`config.mk`:
```
export PLATFORM = sky130hd
export DESIGN_NAME = vdl_norm
export DESIGN_NICKNAME = d
export VERILOG_FILES = /design/src/rtl/vdl_pkg.sv /design/src/rtl/vdl_norm.sv
export SDC_FILE = /design/constraint.sdc
export NUM_CORES = 2
export LEC_CHECK = 0
export ABC_CLOCK_PERIOD_IN_PS = 9300
export BUFFER_PORTS_ARGS = -buffer_cell sky130_fd_sc_hd__buf_2
export CAP_MARGIN = 40
export CORE_AREA = 4 4 482 341
export CTS_CLUSTER_DIAMETER = 120
export DETAILED_ROUTE_END_ITERATION = 8
export DIE_AREA = 0 0 486 345
export PLACE_DENSITY_LB_ADDON = 0.12
export SLEW_MARGIN = 40
export SYNTH_ARGS = -nofsm -noshare
export SYNTH_HDL_FRONTEND = slang
export SYNTH_SLANG_ARGS = --single-unit
```
`constraint.sdc`:
```
create_clock -name clk -period 9.3 [get_ports clk]
set_input_delay 1.395 -clock clk [delete_from_list [all_inputs] [get_ports clk]]
set_output_delay 1.395 -clock clk [all_outputs]
set_load 0.005 [all_outputs]
```
`src/rtl/vdl_pkg.sv`:
```
// ----------------------------------------------------------------------------
// Vertex diffuse lighting package
// Field widths, register indexes, request codes and the table write bundle.
// ----------------------------------------------------------------------------
package vdl_pkg;

  localparam int COORD_W    = 16;
  localparam int COLOR_W    = 8;
  localparam int LIDX_W     = 3;
  localparam int CNT_W      = 4;
  localparam int CFG_IDX_W  = 2;
  localparam int CFG_DATA_W = 8;

  localparam logic [CFG_IDX_W-1:0] CFG_AMBIENT_RED   = 2'd0;
  localparam logic [CFG_IDX_W-1:0] CFG_AMBIENT_GREEN = 2'd1;
  localparam logic [CFG_IDX_W-1:0] CFG_AMBIENT_BLUE  = 2'd2;
  localparam logic [CFG_IDX_W-1:0] CFG_LIGHT_COUNT   = 2'd3;

  localparam logic REQ_LIGHT = 1'b0;
  localparam logic REQ_WRITE = 1'b1;

  typedef struct packed {
    logic                      en;
    logic [LIDX_W-1:0]         index;
    logic signed [COORD_W-1:0] dir_x;
    logic signed [COORD_W-1:0] dir_y;
    logic signed [COORD_W-1:0] dir_z;
    logic [COLOR_W-1:0]        red;
    logic [COLOR_W-1:0]        green;
    logic [COLOR_W-1:0]        blue;
  } light_wr_t;

endpackage

```
`src/rtl/vdl_norm.sv`:
```
// ----------------------------------------------------------------------------
// Vertex diffuse lighting normalizer
// Squares, bit-serial division and bit-pair square root for three components.
// ----------------------------------------------------------------------------
module vdl_norm import vdl_pkg::*; #(
  parameter int FRAC_BITS = 14
) (
  input  logic                      clk,
  input  logic                      rst,
  input  logic                      start,
  input  logic signed [COORD_W-1:0] vec_x,
  input  logic signed [COORD_W-1:0] vec_y,
  input  logic signed [COORD_W-1:0] vec_z,
  output logic                      done,
  output logic signed [FRAC_BITS+1:0] norm_x,
  output logic signed [FRAC_BITS+1:0] norm_y,
  output logic signed [FRAC_BITS+1:0] norm_z
);

  localparam int SQ_W  = 2 * COORD_W;
  localparam int RW    = SQ_W + 1;
  localparam int QW    = 2 * FRAC_BITS + 1;
  localparam int RQ    = 2 * FRAC_BITS + 2;
  localparam int RES_W = FRAC_BITS + 1;
  localparam int RR_W  = FRAC_BITS + 3;
  localparam int CUR_W = FRAC_BITS + 5;
  localparam int NW    = FRAC_BITS + 2;
  localparam int CNTW  = $clog2(2 * FRAC_BITS);

  typedef enum logic [6:0] {
    N_IDLE = 7'b0000001,
    N_SQ   = 7'b0000010,
    N_SUM  = 7'b0000100,
    N_LOAD = 7'b0001000,
    N_DIV  = 7'b0010000,
    N_ROOT = 7'b0100000,
    N_DONE = 7'b1000000
  } phase_t;

  phase_t phase;
  logic [CNTW-1:0] cnt;
  logic signed [COORD_W-1:0] vin [3];
  logic [COORD_W-1:0] mag [3];
  logic neg [3];
  logic [SQ_W-1:0] sq [3];
  logic [SQ_W-1:0] s;
  logic zero;
  logic [RW-1:0] rem [3];
  logic [QW-1:0] q [3];
  logic [RQ-1:0] rq [3];
  logic [RES_W-1:0] res [3];
  logic [RR_W-1:0] rrem [3];
  logic [RW-1:0] rem_next [3];
  logic [QW-1:0] q_next [3];
  logic [RES_W-1:0] res_next [3];
  logic [RR_W-1:0] rrem_next [3];
  logic signed [NW-1:0] nout [3];

  assign vin[0] = vec_x;
  assign vin[1] = vec_y;
  assign vin[2] = vec_z;

  always_comb begin
    logic [RW-1:0] sh;
    logic [CUR_W-1:0] cur;
    logic [CUR_W-1:0] trial;
    for (int c = 0; c < 3; c++) begin
      sh = {rem[c][RW-2:0], 1'b0};
      if (sh >= RW'(s)) begin
        rem_next[c] = sh - RW'(s);
        q_next[c] = {q[c][QW-2:0], 1'b1};
      end else begin
        rem_next[c] = sh;
        q_next[c] = {q[c][QW-2:0], 1'b0};
      end
      cur = {rrem[c], rq[c][RQ-1:RQ-2]};
      trial = {2'b00, res[c], 2'b01};
      if (cur >= trial) begin
        rrem_next[c] = RR_W'(cur - trial);
        res_next[c] = {res[c][RES_W-2:0], 1'b1};
      end else begin
        rrem_next[c] = cur[RR_W-1:0];
        res_next[c] = {res[c][RES_W-2:0], 1'b0};
      end
      if (zero) begin
        nout[c] = '0;
      end else if (neg[c]) begin
        nout[c] = -$signed(NW'(res[c]));
      end else begin
        nout[c] = $signed(NW'(res[c]));
      end
    end
  end

  always_ff @(posedge clk) begin
    if (rst) begin
      phase <= N_IDLE;
      cnt <= '0;
    end else begin
      unique case (phase)
        N_IDLE: if (start) phase <= N_SQ;
        N_SQ:   phase <= N_SUM;
        N_SUM:  phase <= N_LOAD;
        N_LOAD: begin
          phase <= N_DIV;
          cnt <= CNTW'(2 * FRAC_BITS - 1);
        end
        N_DIV: begin
          if (cnt == '0) begin
            phase <= N_ROOT;
            cnt <= CNTW'(FRAC_BITS);
          end else begin
            cnt <= cnt - 1'b1;
          end
        end
        N_ROOT: begin
          if (cnt == '0) begin
            phase <= N_DONE;
          end else begin
            cnt <= cnt - 1'b1;
          end
        end
        N_DONE: phase <= N_IDLE;
        default: phase <= N_IDLE;
      endcase
    end
  end

  always_ff @(posedge clk) begin
    for (int c = 0; c < 3; c++) begin
      if (phase == N_IDLE && start) begin
        neg[c] <= vin[c][COORD_W-1];
        mag[c] <= vin[c][COORD_W-1] ? (~vin[c] + 1'b1) : vin[c];
      end
      if (phase == N_SQ) begin
        sq[c] <= mag[c] * mag[c];
      end
      if (phase == N_LOAD) begin
        if (sq[c] >= s) begin
          q[c] <= QW'(1);
          rem[c] <= RW'(sq[c] - s);
        end else begin
          q[c] <= '0;
          rem[c] <= RW'(sq[c]);
        end
      end
      if (phase == N_DIV) begin
        rem[c] <= rem_next[c];
        q[c] <= q_next[c];
        if (cnt == '0) begin
          rq[c] <= {1'b0, q_next[c]};
          res[c] <= '0;
          rrem[c] <= '0;
        end
      end
      if (phase == N_ROOT) begin
        rq[c] <= {rq[c][RQ-3:0], 2'b00};
        res[c] <= res_next[c];
        rrem[c] <= rrem_next[c];
      end
    end
    if (phase == N_SUM) begin
      s <= sq[0] + sq[1] + sq[2];
      zero <= (sq[0] == '0) && (sq[1] == '0) && (sq[2] == '0);
    end
  end

  assign done = (phase == N_DONE);
  assign norm_x = nout[0];
  assign norm_y = nout[1];
  assign norm_z = nout[2];

endmodule

```
## Yosys cells after proc, flatten, opt, wreduce, memory -nomap -nowiden

Memories as Yosys holds them, arrays and structs flattened.
Cells that the tools add are included.

| word-level totals | value |
|---|---|
| bits in writable memories | 519 |
| output and inout port bits | 49 |
| memories | 8 |
| register bits | 45 |

Memories:

| memory | words | bits a word | read ports | clocked after memory_dff | wr ports | RTL line | text |
|---|---|---|---|---|---|---|---|
| rem | 3 | 33 | 3 | 0 | 3 | vdl_norm.sv:48 | `logic [RW-1:0] rem [3];` |
| sq | 3 | 32 | 3 | 0 | 3 | vdl_norm.sv:45 | `logic [SQ_W-1:0] sq [3];` |
| rq | 3 | 30 | 3 | 0 | 3 | vdl_norm.sv:50 | `logic [RQ-1:0] rq [3];` |
| q | 3 | 29 | 3 | 0 | 3 | vdl_norm.sv:49 | `logic [QW-1:0] q [3];` |
| rrem | 3 | 17 | 3 | 0 | 3 | vdl_norm.sv:52 | `logic [RR_W-1:0] rrem [3];` |
| mag | 3 | 16 | 3 | 0 | 3 | vdl_norm.sv:43 | `logic [COORD_W-1:0] mag [3];` |
| +2 memories | n/a | n/a | n/a | n/a | n/a | n/a |  |

| operators by class | value |
|---|---|
| $add $sub $neg | 18 |
| reductions and logical operators | 10 |
| bitwise gates (word level) | 24 |
| $mul | 3 |
| magnitude comparators | 9 |
| equal/unequal tests | 11 |
| mux-type cells | 78 |

Operators with widths:

| kind | count |
|---|---|
| $mux W33 | 9 |
| $mux W29 | 6 |
| $mux W16 | 9 |
| $mux W17 | 6 |
| $ge A33 B32 Y1 | 3 |
| $sub A32 B32 Y33 | 3 |
| $sub A33 B32 Y33 | 3 |
| $ge A32 B32 Y1 | 3 |
| $logic_not A32 Y1 | 3 |
| $mul A16 B16 Y32 | 3 |
| $mux W30 | 3 |
| $add A32 B32 Y32 | 2 |
| $ge A19 B17 Y1 | 3 |
| $sub A17 B17 Y17 | 3 |
| $add A16 B1 Y16 const B | 3 |
| $neg A15 Y16 | 3 |
| $not A16 Y16 | 3 |
| $mux W15 | 3 |
| $pmux W7 S6 | 1 |
| $mux W1 | 35 |
| $mux W7 | 3 |
| $or A1 B1 Y1 | 21 |
| $pmux W5 S3 | 1 |
| $mux W5 | 2 |
| other kinds (14) | 19 |

## Longest topological paths before layout

An unclocked memory read counts as a cell.

| depth | value |
|---|---|
| depth in word-level cells | 7 |
| mapped depth | 27 |
| gate-level depth less buffers | 26 |

## Worst setup path before layout

OpenSTA, ideal clock, no wires.

| timing | value |
|---|---|
| kind | reg-to-reg |
| from | mem mag[2][9], in the netlist mag[0][41] |
| to | mem sq[0][92] in the netlist's numbering, data pin |
| setup time | 0.259 ns |
| arrival time | 6.449 ns |
| clock period less this slack | 6.708 ns |
| path slack | 2.592 ns |
| required time | 9.041 ns |
| cell stages (with the launch flop) | 28 |
| cell sequence | edfxtp_1 clkbuf_1 nand2_1 inv_1 fa_1 inv_1 fa_1 inv_1 fa_1 inv_1 fa_1 inv_1 fa_1 inv_1 fa_1 inv_1 ha_1 a21o_1 a21oi_1 inv_1 a2111oi_1 a211o_1 a41oi_1 a221o_1 and2_1 o21a_1 nor2_1 xnor2_1 |

RTL lines:

| element | RTL line |
|---|---|
| from (decl) | vdl_norm.sv:43 |
| to (decl) | vdl_norm.sv:45 |

==> results.sh <==
export IMPL_grt_pass1_vias=43000
export IMPL_worst_setup_path_start_kind="flip-flop"
export IMPL_die_width_um=486
export IMPL_ys_types=86
export IMPL_setup_tns_ns=0
export IMPL_finalCriticalPeriod_ns=7.76
export IMPL_clockRootBuffer="clkbuf_16"
export IMPL_drt_first_pass_iters=5
export IMPL_synth_top_area_share=0.277
export IMPL_powerDensity_nw_per_um2=408
export IMPL_peakVddDrop_mv=0.587
export IMPL_diodes=0
export IMPL_fin_area_um2=63900
export IMPL_layout_drive_gt1_share=0.0497
export IMPL_r2r_start="mag[0][34]"
export IMPL_met1_usage=0.317
export IMPL_worstPathRequired_ns=9.71
export IMPL_cp_end_kind="flip-flop"
export IMPL_min_from="q[2][0]"
export IMPL_max_freq_mhz=129
export IMPL_rrSetupSlack_ns=1.54
export IMPL_skew_ns=0.0313
export IMPL_grt_usage=0.197
export IMPL_synthTopCellsByArea="edfxtp_1, fa_1, ha_1"
export IMPL_ctsResizeCount=0
export IMPL_finalCritPeriodShare=0.835
export IMPL_slowest_stage="a2111oi_0"
export IMPL_synth_edf_count=541
export IMPL_grt_pass1_wl_um=260000
export IMPL_postSynthAreaPerCell_um2=9.43
export IMPL_ant_nets=0
export IMPL_synthArstFlopShare=0
export IMPL_maxCapViolCount=0
export IMPL_netlist_area_um2=58700
export IMPL_clk_pin_slew_ns=0.06
export IMPL_status="completed"
export IMPL_dieArea_um2=168000
export IMPL_layout_commonest_cell="inv_1"
export IMPL_routed_wl_um=166000
export IMPL_antenna_found_initial=2
export IMPL_syn2layout_area_growth_pct=8.84
export IMPL_grt_setup_unrepaired="false"
export IMPL_use_met3=0.0433
export IMPL_insertion_delay_ns=0.69
export IMPL_via_per_inst=5.24
export IMPL_synth_seq_cells=555
export IMPL_slew_violations=0
export IMPL_r2r_end="sq[0][95]"
export IMPL_yosysSeqAreaShare=0.282
export IMPL_dieHeight_um=345
export IMPL_cts_max_level=3
export IMPL_dp_hpwl_um=127000
export IMPL_via_count=44100
export IMPL_fp_row_count=123
export IMPL_wire_per_inst_um=19.7
export IMPL_ioPinCount=100
export IMPL_drc=0
export IMPL_critPathKind="flip-flop to flip-flop"
export IMPL_layout_common_cells="inv_1, nand2_1, ha_1"
export IMPL_p_leak_nw=29.1
export IMPL_grt_busiest_layer="met1"
export IMPL_setup_viol=0
export IMPL_ys_warn_count=0
export IMPL_gp_congestion=0.894
export IMPL_start_util=0.367
export IMPL_placed_cell_area_um2=61500
export IMPL_syn_inst=6227
export IMPL_met2_usage=0.270
export IMPL_clkSinkCount=555
export IMPL_final_nets=7399
export IMPL_drt_iter0_drc=3444
export IMPL_core_area_um2=160000
export IMPL_yosysTopAreaCell="edfxtp_1"
export IMPL_synth_ff_type="edfxtp_1"
export IMPL_tightest_slew_ns=0.960
export IMPL_cpMostUsedCell="inv_1"
export IMPL_maxSlewHeadroom=0.354
export IMPL_cpPeakStageDelay_ns=0.76
export IMPL_hold_path_class="flip-flop to flip-flop"
export IMPL_ctsHoldBuffers=0
export IMPL_r2r_cells=25
export IMPL_grt_overflow=0
export IMPL_cts_tree="built"
export IMPL_cts_made_buffers=67
export IMPL_portBuffers=99
export IMPL_grt_start_max_net_pins=143
export IMPL_arrival_ns=8.17
export IMPL_hold_violations=0
export IMPL_cts_setup_buffers=0
export IMPL_hold_path_cell_count=2
export IMPL_clock_tree_buffer_depth=3
export IMPL_whs_endpoint="rq[2][1]"
export IMPL_cp_max_fo=16
## through the flow
stage               cells  total power [W]  hold slack (ns)  setup WS, ns   util
floorplan            6229           0.0188            0.425          2.59      -
detailed placement   8296           0.0233            0.442          1.58  0.385
finish               8425           0.0261            0.470          1.54  0.400
global route         8425           0.0292            0.485          1.10  0.400
global placement     8295           0.0233            0.442          1.53  0.385
CTS                  8419           0.0263            0.469          1.57  0.399
## how the worst max path moves through the flow
stage,startpoint,endpoint,slack [ns],cells after the start
global placement,mag[0][34],sq[0][95],1.53,25
CTS,mag[0][34],sq[0][95],1.57,25
finish,mag[0][34],sq[0][95],1.54,25
floorplan,mag[0][41],sq[0][92],2.59,27
detailed placement,mag[0][34],sq[0][95],1.58,25
global route,mag[0][34],sq[0][95],1.10,25
## critical path: cells and delay by family (launching register included)
| family | cells | cell delay [ns] |
|---|---|---|
| adders and majority gates | 7 | 3.38 |
| AOI/OAI and AO/OA | 9 | 2.82 |
| DFF | 1 | 0.65 |
| buffers and inverters | 7 | 0.40 |
| and+or+nand+nor | 1 | 0.22 |
| xor gates and xnor gates | 1 | 0.08 |
## cells by family (layout without fill, tap and decap cells)
group,count (synthesis),after routing,share of synthesized area
adders and majority gates,1102,1102,0.302
xor gates and xnor gates,408,408,0.0609
other,1,3,0.0000639
muxes,39,39,0.00680
DFF,555,555,0.282
AOI/OAI and AO/OA,1273,1273,0.140
and+or+nand+nor,1747,1747,0.138
buffers and inverters,1102,1173,0.0709
## power breakdown
group / total (W) / internal (W) / switching, W
sequential: 0.00447 / 0.00401 / 0.000456
clock: 0.00280 / 0.00157 / 0.00123
combinational: 0.0188 / 0.00814 / 0.0107
## area by class of cell
class | instances | area, µm²
Timing Repair Buffer | 137 | 873
Tap cell | 2125 | 2660
Inverter | 913 | 3430
Multi-Input combinational cell | 4572 | 38100
Clock buffer | 78 | 1730
Sequential cell | 555 | 16500
Fill cell | 16000 | 95900
Clock inverter | 45 | 564
## cells in the mapped netlist, types with 70 or more instances
library cell  number
inv_1            913
xor2_1           127
edfxtp_1         541
and2_1           215
clkbuf_1         160
ha_1             581
nand2_1          598
nor2_1           489
a21o_1           176
o21ai_0          208
fa_1             521
nor3_1            74
xnor2_1          281
a211oi_1         108
a21oi_1          420
nand3_1           70
## sequential cells by signal (all words and copies together) (netlist names), 3 cells and up
| register | flops |
|---|---|
| s | 32 |
| neg | 3 |
| q | 84 |
| rq | 90 |
| mag | 48 |
| res | 45 |
| phase | 7 |
| rem | 96 |
| rrem | 51 |
| sq | 93 |
| cnt | 5 |
## metal layers
layer / wire, µm / vias to the layer above
li1: - / 21200
met1: 86300 / 21600
met2: 64600 / 1142
met3: 12300 / 127
met4: 2350 / 2
met5: 122 / -
(Power assumes the default switching activity.)
