$ cat config.mk
export PLATFORM = sky130hd
export DESIGN_NAME = vdl_light_cell
export DESIGN_NICKNAME = d
export VERILOG_FILES = /design/src/rtl/vdl_pkg.sv /design/src/rtl/vdl_light_cell.sv
export SDC_FILE = /design/constraint.sdc
export NUM_CORES = 2
export LEC_CHECK = 0
export BUFFER_PORTS_ARGS = -buffer_cell sky130_fd_sc_hd__buf_2
export CELL_PAD_IN_SITES_DETAIL_PLACEMENT = 2
export CELL_PAD_IN_SITES_GLOBAL_PLACEMENT = 2
export CORE_MARGIN = 2
export CORE_UTILIZATION = 36
export DETAILED_ROUTE_END_ITERATION = 7
export GPL_TIMING_DRIVEN = 1
export HOLD_SLACK_MARGIN = 0.08
export PLACE_DENSITY_LB_ADDON = 0.1
export SLEW_MARGIN = 15
export SYNTH_ARGS = -nofsm -noshare
export SYNTH_HDL_FRONTEND = slang
export SYNTH_SLANG_ARGS = --single-unit
$ cat constraint.sdc
create_clock -name clk -period 7.39 [get_ports clk]
set_input_delay 0.3695 -clock clk [delete_from_list [all_inputs] [get_ports clk]]
set_output_delay 0.3695 -clock clk [all_outputs]
set_load 0.02 [all_outputs]
$ cat src/rtl/vdl_pkg.sv
// ----------------------------------------------------------------------------
// Vertex diffuse lighting package
// Field widths, register indexes, request codes and the table write bundle.
// ----------------------------------------------------------------------------
package vdl_pkg;

  localparam int COORD_W    = 16;
  localparam int COLOR_W    = 8;
  localparam int LIDX_W     = 3;
  localparam int CNT_W      = 4;
  localparam int CFG_IDX_W  = 2;
  localparam int CFG_DATA_W = 8;

  localparam logic [CFG_IDX_W-1:0] CFG_AMBIENT_RED   = 2'd0;
  localparam logic [CFG_IDX_W-1:0] CFG_AMBIENT_GREEN = 2'd1;
  localparam logic [CFG_IDX_W-1:0] CFG_AMBIENT_BLUE  = 2'd2;
  localparam logic [CFG_IDX_W-1:0] CFG_LIGHT_COUNT   = 2'd3;

  localparam logic REQ_LIGHT = 1'b0;
  localparam logic REQ_WRITE = 1'b1;

  typedef struct packed {
    logic                      en;
    logic [LIDX_W-1:0]         index;
    logic signed [COORD_W-1:0] dir_x;
    logic signed [COORD_W-1:0] dir_y;
    logic signed [COORD_W-1:0] dir_z;
    logic [COLOR_W-1:0]        red;
    logic [COLOR_W-1:0]        green;
    logic [COLOR_W-1:0]        blue;
  } light_wr_t;

endpackage

$ cat src/rtl/vdl_light_cell.sv
// ----------------------------------------------------------------------------
// Vertex diffuse lighting cell
// Holds one light entry and adds its diffuse term to the passing colour.
// ----------------------------------------------------------------------------
module vdl_light_cell import vdl_pkg::*; #(
  parameter int IDX   = 0,
  parameter int NW    = 16,
  parameter int ACC_W = 64
) (
  input  logic                    clk,
  input  logic                    rst,
  input  logic [CNT_W-1:0]        light_count,
  input  light_wr_t               wr,
  input  logic                    prev_valid,
  input  logic [ACC_W-1:0]        prev_acc_r,
  input  logic [ACC_W-1:0]        prev_acc_g,
  input  logic [ACC_W-1:0]        prev_acc_b,
  input  logic signed [NW-1:0]    prev_nx,
  input  logic signed [NW-1:0]    prev_ny,
  input  logic signed [NW-1:0]    prev_nz,
  output logic                    next_valid,
  output logic [ACC_W-1:0]        next_acc_r,
  output logic [ACC_W-1:0]        next_acc_g,
  output logic [ACC_W-1:0]        next_acc_b,
  output logic signed [NW-1:0]    next_nx,
  output logic signed [NW-1:0]    next_ny,
  output logic signed [NW-1:0]    next_nz
);

  localparam int PW = NW + COORD_W;
  localparam int DW = PW + 2;
  localparam int CW = DW - 1;

  logic signed [COORD_W-1:0] dir_x, dir_y, dir_z;
  logic [COLOR_W-1:0] red, green, blue;
  logic signed [PW-1:0] px, py, pz;
  logic signed [DW-1:0] dot;
  logic s1_valid;
  logic [ACC_W-1:0] s1_acc_r, s1_acc_g, s1_acc_b;
  logic signed [NW-1:0] s1_nx, s1_ny, s1_nz;
  logic active;
  logic [CW-1:0] cosv;
  logic [CW+COLOR_W-1:0] pr, pg, pb;

  always_ff @(posedge clk) begin
    if (rst) begin
      dir_x <= '0;
      dir_y <= '0;
      dir_z <= '0;
      red <= '0;
      green <= '0;
      blue <= '0;
    end else if (wr.en && ({1'b0, wr.index} == (LIDX_W + 1)'(IDX))) begin
      dir_x <= wr.dir_x;
      dir_y <= wr.dir_y;
      dir_z <= wr.dir_z;
      red <= wr.red;
      green <= wr.green;
      blue <= wr.blue;
    end
  end

  assign px = prev_nx * dir_x;
  assign py = prev_ny * dir_y;
  assign pz = prev_nz * dir_z;
  assign active = ({1'b0, light_count} > (CNT_W + 1)'(IDX));
  assign cosv = dot[CW-1:0];
  assign pr = red * cosv;
  assign pg = green * cosv;
  assign pb = blue * cosv;

  always_ff @(posedge clk) begin
    if (rst) begin
      s1_valid <= 1'b0;
      next_valid <= 1'b0;
    end else begin
      s1_valid <= prev_valid;
      next_valid <= s1_valid;
    end
  end

  always_ff @(posedge clk) begin
    dot <= DW'(px) + DW'(py) + DW'(pz);
    s1_acc_r <= prev_acc_r;
    s1_acc_g <= prev_acc_g;
    s1_acc_b <= prev_acc_b;
    s1_nx <= prev_nx;
    s1_ny <= prev_ny;
    s1_nz <= prev_nz;
    next_nx <= s1_nx;
    next_ny <= s1_ny;
    next_nz <= s1_nz;
    if (active && !dot[DW-1] && (dot != '0)) begin
      next_acc_r <= s1_acc_r + ACC_W'(pr);
      next_acc_g <= s1_acc_g + ACC_W'(pg);
      next_acc_b <= s1_acc_b + ACC_W'(pb);
    end else begin
      next_acc_r <= s1_acc_r;
      next_acc_g <= s1_acc_g;
      next_acc_b <= s1_acc_b;
    end
  end

endmodule

---- After elaboration in Yosys (flattened, before gate mapping) ----
Index checks and enable logic that the tools add are counted.
word-level totals
  register bits after elaboration ......... 588
  latch bits .............................. 0
  memory bits (writable) .................. 0
  bits in read-only memories .............. 0
  output and inout bits ................... 241
  memories ................................ 0
operators by class
  add/subtract/negate cells ............... 5
  multipliers ............................. 6
  divide/modulo/power cells ............... 0
  $lt $le $gt $ge ......................... 1
  equality and inequality tests ........... 0
  shift operators ......................... 0
  mux-type cells .......................... 3
  bitwise gates (word level) .............. 0
  reductions and logical operators ........ 6
operator list
  kind                                                                              number
  64-bit by 41-bit adder with 64-bit output                                         3
  64-bit 2-to-1 mux                                                                 3
  8-bit by 33-bit multiplier with 41-bit output                                     3
  16-bit by 16-bit multiplier with 32-bit output                                    3
  33-bit by 32-bit adder with 34-bit output                                         1
  34-bit nonzero test                                                               1
  32-bit by 32-bit adder with 33-bit output                                         1
  4-bit by 1-bit greater-than comparator with 1-bit output (second input constant)  1
  1-bit logical AND                                                                 3
  3-bit zero test                                                                   1
  1-bit zero test                                                                   1

---- Longest topological paths before layout ----
  depth in word-level cells ............... 4
  gate-level depth with buffers ........... 30
  depth with buffers taken out ............ 29

---- Worst setup path before layout ----
Ideal clock, no wire load.
  path kind ............................... input port to flip-flop
  start ................................... input port prev_nz[15]
  end ..................................... register dot[31]
  library setup time ...................... 123 ps
  arrival time ............................ 7984 ps
  path slack .............................. -717 ps
  stages on the path ...................... 27
  path buffers ............................ 1
  path through ............................ clkbuf_1 > nand2_1 > fa_1 > fa_1 > inv_1 > fa_1 > inv_1 > fa_1 > inv_1 > fa_1 > fa_1 > fa_1 > fa_1 > inv_1 > fa_1 > inv_1 > ha_1 > a21oi_1 > or3b_2 > a31oi_1 > a21oi_1 > o211ai_1 > nor3b_1 > o21bai_1 > a21oi_1 > a21oi_1 > xor2_1
between the ends
  cells in the longest elaborated chain, start to end .. 2
ends and longest elaborated chain
  what                                            RTL line              RTL
  from (decl)                                     vdl_light_cell.sv:20  input logic signed [NW-1:0] prev_nz,
  16-bit by 16-bit multiplier with 32-bit output  vdl_light_cell.sv:65  assign pz = prev_nz * dir_z;
  33-bit by 32-bit adder with 34-bit output       vdl_light_cell.sv:83  dot <= DW'(px) + DW'(py) + DW'(pz);
  to (signal assigned)                            vdl_light_cell.sv:83
  to (decl)                                       vdl_light_cell.sv:37  logic signed [DW-1:0] dot;
Every way passes these cells.
A chain may end at the register's enable or synchronous reset.

---- Worst setup path after layout ----
  start ................................... register dir_y[5]
  end ..................................... register dot[31]
between the ends
  cells in the longest elaborated chain, start to end .. 3
ends and longest elaborated chain
  what                                            RTL line              RTL
  from (decl)                                     vdl_light_cell.sv:34  logic signed [COORD_W-1:0] dir_x, dir_y, dir_z;
  from (signal assigned)                          vdl_light_cell.sv:55  dir_y <= wr.dir_y;
  16-bit by 16-bit multiplier with 32-bit output  vdl_light_cell.sv:64  assign py = prev_ny * dir_y;
  32-bit by 32-bit adder with 33-bit output       vdl_light_cell.sv:83
  33-bit by 32-bit adder with 34-bit output       vdl_light_cell.sv:83
Every way passes these cells.

==> impl_results.rst <==
.. list-table::
   :header-rows: 1

   * - Metric
     - Value
   * - Run status
     - finished, violations left
   * - Failing checks
     - setup timing
   * - Final critical-path required period
     - 7720 ps
   * - Largest net degree at the start of global routing
     - 139
   * - Utilization after layout
     - 0.438
   * - Worst Tran Pin Value
     - 1090 ps
   * - Sum of met2 wire segment lengths after detailed routing
     - 147000 um
   * - Launch point of the worst reg-to-reg path
     - dir_y[5]
   * - WP data arrival
     - 8340 ps
   * - Clock transition at path regs
     - 60 ps
   * - Endpoint required time on the critical path
     - 8000 ps
   * - Detailed-route vias per instance
     - 4.79
   * - Worst min-delay path category
     - input port to register
   * - Final setup fails
     - 9
   * - Total count of hold-check failures in the final report
     - 0
   * - Final RePlAce weighted congestion
     - 0.891
   * - Leading cell types by count after synthesis
     - sky130_fd_sc_hd__inv_1, sky130_fd_sc_hd__fa_1, sky130_fd_sc_hd__nand2_1
   * - Synthesized area per cell
     - 9.43 um^2
   * - Reg2reg end
     - dot[31]
   * - Number of placement rows
     - 165
   * - Final Max Tran Viols
     - 0
   * - Synthesized netlist cell count
     - 7788
   * - Count of TritonRoute iterations in the first routing pass
     - 5
   * - Post-synthesis cell type count
     - 88
   * - Largest cells by area after synthesis
     - sky130_fd_sc_hd__fa_1, sky130_fd_sc_hd__dfxtp_1, sky130_fd_sc_hd__inv_1, sky130_fd_sc_hd__ha_1, sky130_fd_sc_hd__nand2_1
   * - Worst setup path startpoint
     - dir_y[5]
   * - Layout cells sized above 1
     - 0.154
   * - Leakage power of the design
     - 44.1 nW
   * - Setup slack of the most critical reg-to-reg path
     - -330 ps
   * - CTS max path bufs
     - 3
   * - Final total power
     - 15.6 mW
   * - Setup slack of the critical path after layout
     - -334 ps
   * - Clock skew
     - 46.3 ps
   * - Number of nets in the layout
     - 11206
   * - Skew-Pair Late Insertion Delay
     - 750 ps
   * - Fill cell instance count of the final layout
     - 21652
   * - Net count after synthesis
     - 10117
   * - Count of input and output buffers
     - 563
   * - Initial antenna violation count
     - 12
   * - Layout area overhead
     - 20.8%
   * - Synth top area share
     - 0.438
   * - Routed length on met1
     - 99300 um
   * - Remaining DRCs
     - 0
   * - Floorplan die area
     - 208000 um^2
   * - Max Cap Viol
     - 0
   * - Num CTS Buffers
     - 77
   * - Routed length on met3
     - 5430 um
   * - Maximum cell stage delay along the critical path
     - 630 ps
   * - Post-synthesis async set-or-reset flop share
     - 0
   * - Worst path depth
     - 26
   * - Tot GR Track Use
     - 0.258
   * - Proportion of synthesized chip area in sequential cells
     - 0.160
   * - Cell family contributing the most delay on the critical path
     - adder cells
   * - Root buffer cell
     - sky130_fd_sc_hd__clkbuf_16
   * - Number of flops mapped to enable cells by yosys
     - 0
   * - Global-route wire length before repair
     - 408000 um
   * - Setup CP Type
     - register to register
   * - Startpoint type of the worst setup path
     - register
   * - Worst setup path endpoint
     - dot[31]
   * - Number of routed nets with antenna violations
     - 0
   * - Detailed Place HPWL
     - 217000 um
   * - Flops & latches, synth
     - 588
   * - Max IR drop VDD
     - 0.198 mV
   * - Worst-case reg-to-reg path depth
     - 26
   * - Largest area contributor in the netlist
     - sky130_fd_sc_hd__fa_1
   * - RSZ-0062 raised after global routing
     - true
   * - Prevailing post-synth register cell
     - sky130_fd_sc_hd__dfxtp_1
   * - Width of the chip
     - 456 um
   * - Critical path buffers and inverters
     - 5
   * - Drt wl/cell
     - 22.7 um
   * - Cell area power density
     - 176 nW/um^2
   * - Overflow left after global routing
     - 0
   * - Uppermost routed layer
     - met4
   * - Clock Sinks
     - 588
   * - Via count of the first global-routing pass
     - 68046
   * - Max Clk Rate
     - 0.129 GHz
   * - Number of H-tree levels
     - 3
   * - Count of yosys warnings during synthesis
     - 0
   * - Total Wirelength
     - 264000 um
   * - Total standard cell area after synthesis
     - 73400 um^2
   * - Via total after detailed routing
     - 55632
   * - Slowest library cell on the worst path
     - sky130_fd_sc_hd__fa_1
   * - Highest fanout seen on the critical path
     - 6
   * - Most frequent cell after synthesis
     - sky130_fd_sc_hd__inv_1
   * - Cell repeated most along the worst path
     - sky130_fd_sc_hd__fa_1
   * - Core footprint
     - 203000 um^2
   * - Die height
     - 456 um
   * - Ports
     - 564
   * - Initial detailed-routing violation count
     - 1710
   * - Relative slew margins
     - 0.275
   * - Initial cell density of the core
     - 0.363
   * - Critical path endpoint category
     - register
   * - Final worst-path cycle share
     - 1.05
   * - TritonCTS clock tree
     - yes
## cells by family after synthesis
kind of cell             synth area share
flip-flops                          0.160
adder cells (fa/ha/maj)             0.506
XOR/XNOR                           0.0260
buffers and inverters               0.109
AO/OA/AOI/OAI                      0.0522
multiplexers                     0.000903
AND/OR/NAND/NOR                     0.145
## stage by stage
stage | worst slack [ps] | cell area (um^2) | instances | hold WS, ps | setup TNS (ps)
global placement | -759 | 82000 | 11120 | 312 | -6860
finish | -334 | 88700 | 11621 | 158 | -1810
CTS | -453 | 88400 | 11603 | 80.2 | -1740
detailed placement | -869 | 82000 | 11120 | 313 | -8300
floorplan | 11.1 | 73700 | 7788 | 310 | 0
global route | -584 | 88700 | 11618 | 120 | -4280
## layer usage
metal / GRT usage / vias up
met1: 0.280 / 29495
met4: 0.103 / 0
met3: 0.0234 / 412
li1: - / 24932
met2: 0.508 / 793
met5: 0 / -
## final cells by class
type / instances / area [um^2] / area share
antenna: 9 / 22.5 / 0.000254
clock buffer: 104 / 2190 / 0.0247
clock inverter: 38 / 498 / 0.00561
inverter: 1796 / 6740 / 0.0760
multi-input combinational: 5072 / 54300 / 0.611
sequential: 588 / 11900 / 0.134
tap: 2672 / 3340 / 0.0377
timing repair buffer: 1342 / 9830 / 0.111
## power breakdown
group	internal [mW]	switching, mW	total [mW]
clock network	2.33	1.73	4.06
registers	3.73	0.653	4.38
logic	2.69	4.47	7.16
total	8.74	6.86	15.6
## state kept, by name, summed over array words and instances, names as in the netlist, 16 cells and up
| name | flops |
|---|---|
| next_acc_b | 64 |
| next_acc_g | 64 |
| next_acc_r | 64 |
| s1_acc_b | 64 |
| s1_acc_g | 64 |
| s1_acc_r | 64 |
| dot | 34 |
| dir_x | 16 |
| dir_y | 16 |
| dir_z | 16 |
| next_nx | 16 |
| next_ny | 16 |
| next_nz | 16 |
| s1_nx | 16 |
| s1_ny | 16 |
| s1_nz | 16 |
## worst min-delay path by stage
| stage | cells past startpoint | startpoint | slack [ps] | end |
|---|---|---|---|---|
| floorplan | 0 | s1_nx[0] | 310 | next_nx[0] |
| global placement | 0 | s1_ny[2] | 310 | next_ny[2] |
| detailed placement | 0 | s1_nz[10] | 310 | next_nz[10] |
| CTS | 2 | prev_nz[15] | 80 | s1_nz[15] |
| global route | 3 | prev_ny[8] | 120 | s1_ny[8] |
| finish | 3 | prev_ny[8] | 160 | s1_ny[8] |
## worst reg2reg max path: stages, from the launching register on
cell                       delay (ps)
sky130_fd_sc_hd__dfxtp_4          360
sky130_fd_sc_hd__buf_8            130
sky130_fd_sc_hd__and2_4           140
sky130_fd_sc_hd__fa_1             530
sky130_fd_sc_hd__inv_1             50
sky130_fd_sc_hd__fa_1             490
sky130_fd_sc_hd__inv_2             40
sky130_fd_sc_hd__fa_1             500
sky130_fd_sc_hd__fa_1             630
sky130_fd_sc_hd__fa_2             500
sky130_fd_sc_hd__fa_2             630
sky130_fd_sc_hd__fa_2             460
sky130_fd_sc_hd__fa_1             550
sky130_fd_sc_hd__inv_2             50
sky130_fd_sc_hd__fa_2             550
sky130_fd_sc_hd__inv_2             50
sky130_fd_sc_hd__ha_4             150
sky130_fd_sc_hd__a21o_1           170
sky130_fd_sc_hd__or3b_4           380
sky130_fd_sc_hd__a31oi_4          200
sky130_fd_sc_hd__a21oi_4          100
sky130_fd_sc_hd__o211ai_1         200
sky130_fd_sc_hd__nor3b_2          200
sky130_fd_sc_hd__o21bai_1         100
sky130_fd_sc_hd__a21oi_2          220
sky130_fd_sc_hd__a21oi_2           90
sky130_fd_sc_hd__xor2_1           150
## cell usage in the layout, fill, tap and decap left out, types with 17 or more instances in the layout
master	n
sky130_fd_sc_hd__inv_1	1765
sky130_fd_sc_hd__fa_1	1562
sky130_fd_sc_hd__nand2_1	1196
sky130_fd_sc_hd__and2_1	672
sky130_fd_sc_hd__buf_2	562
sky130_fd_sc_hd__dfxtp_1	549
sky130_fd_sc_hd__buf_4	415
sky130_fd_sc_hd__ha_1	388
sky130_fd_sc_hd__dlygate4sd3_1	327
sky130_fd_sc_hd__a21oi_1	185
sky130_fd_sc_hd__o21ai_0	160
sky130_fd_sc_hd__xnor2_1	127
sky130_fd_sc_hd__a21o_1	95
sky130_fd_sc_hd__nor2_1	93
sky130_fd_sc_hd__xor2_1	88
sky130_fd_sc_hd__clkbuf_16	78
sky130_fd_sc_hd__fa_2	45
sky130_fd_sc_hd__nand3_1	37
sky130_fd_sc_hd__nand2b_1	35
sky130_fd_sc_hd__inv_2	31
sky130_fd_sc_hd__nand4_1	29
sky130_fd_sc_hd__nor2b_1	28
sky130_fd_sc_hd__nor3_1	26
sky130_fd_sc_hd__and3_1	23
sky130_fd_sc_hd__buf_12	22
sky130_fd_sc_hd__dfxtp_2	21
sky130_fd_sc_hd__o211ai_1	19
sky130_fd_sc_hd__dfxtp_4	18
sky130_fd_sc_hd__o21a_1	17
## what timing repair did
item,4_1_cts,5_1_grt
setup endpoints to repair,17,17
hold buffers,327,0
setup buffers,17,10
endpoints found under the hold margin,302,0
gates resized for setup,128,96
pin swaps,64,80
No activity file was read; power rests on OpenSTA's default activity.
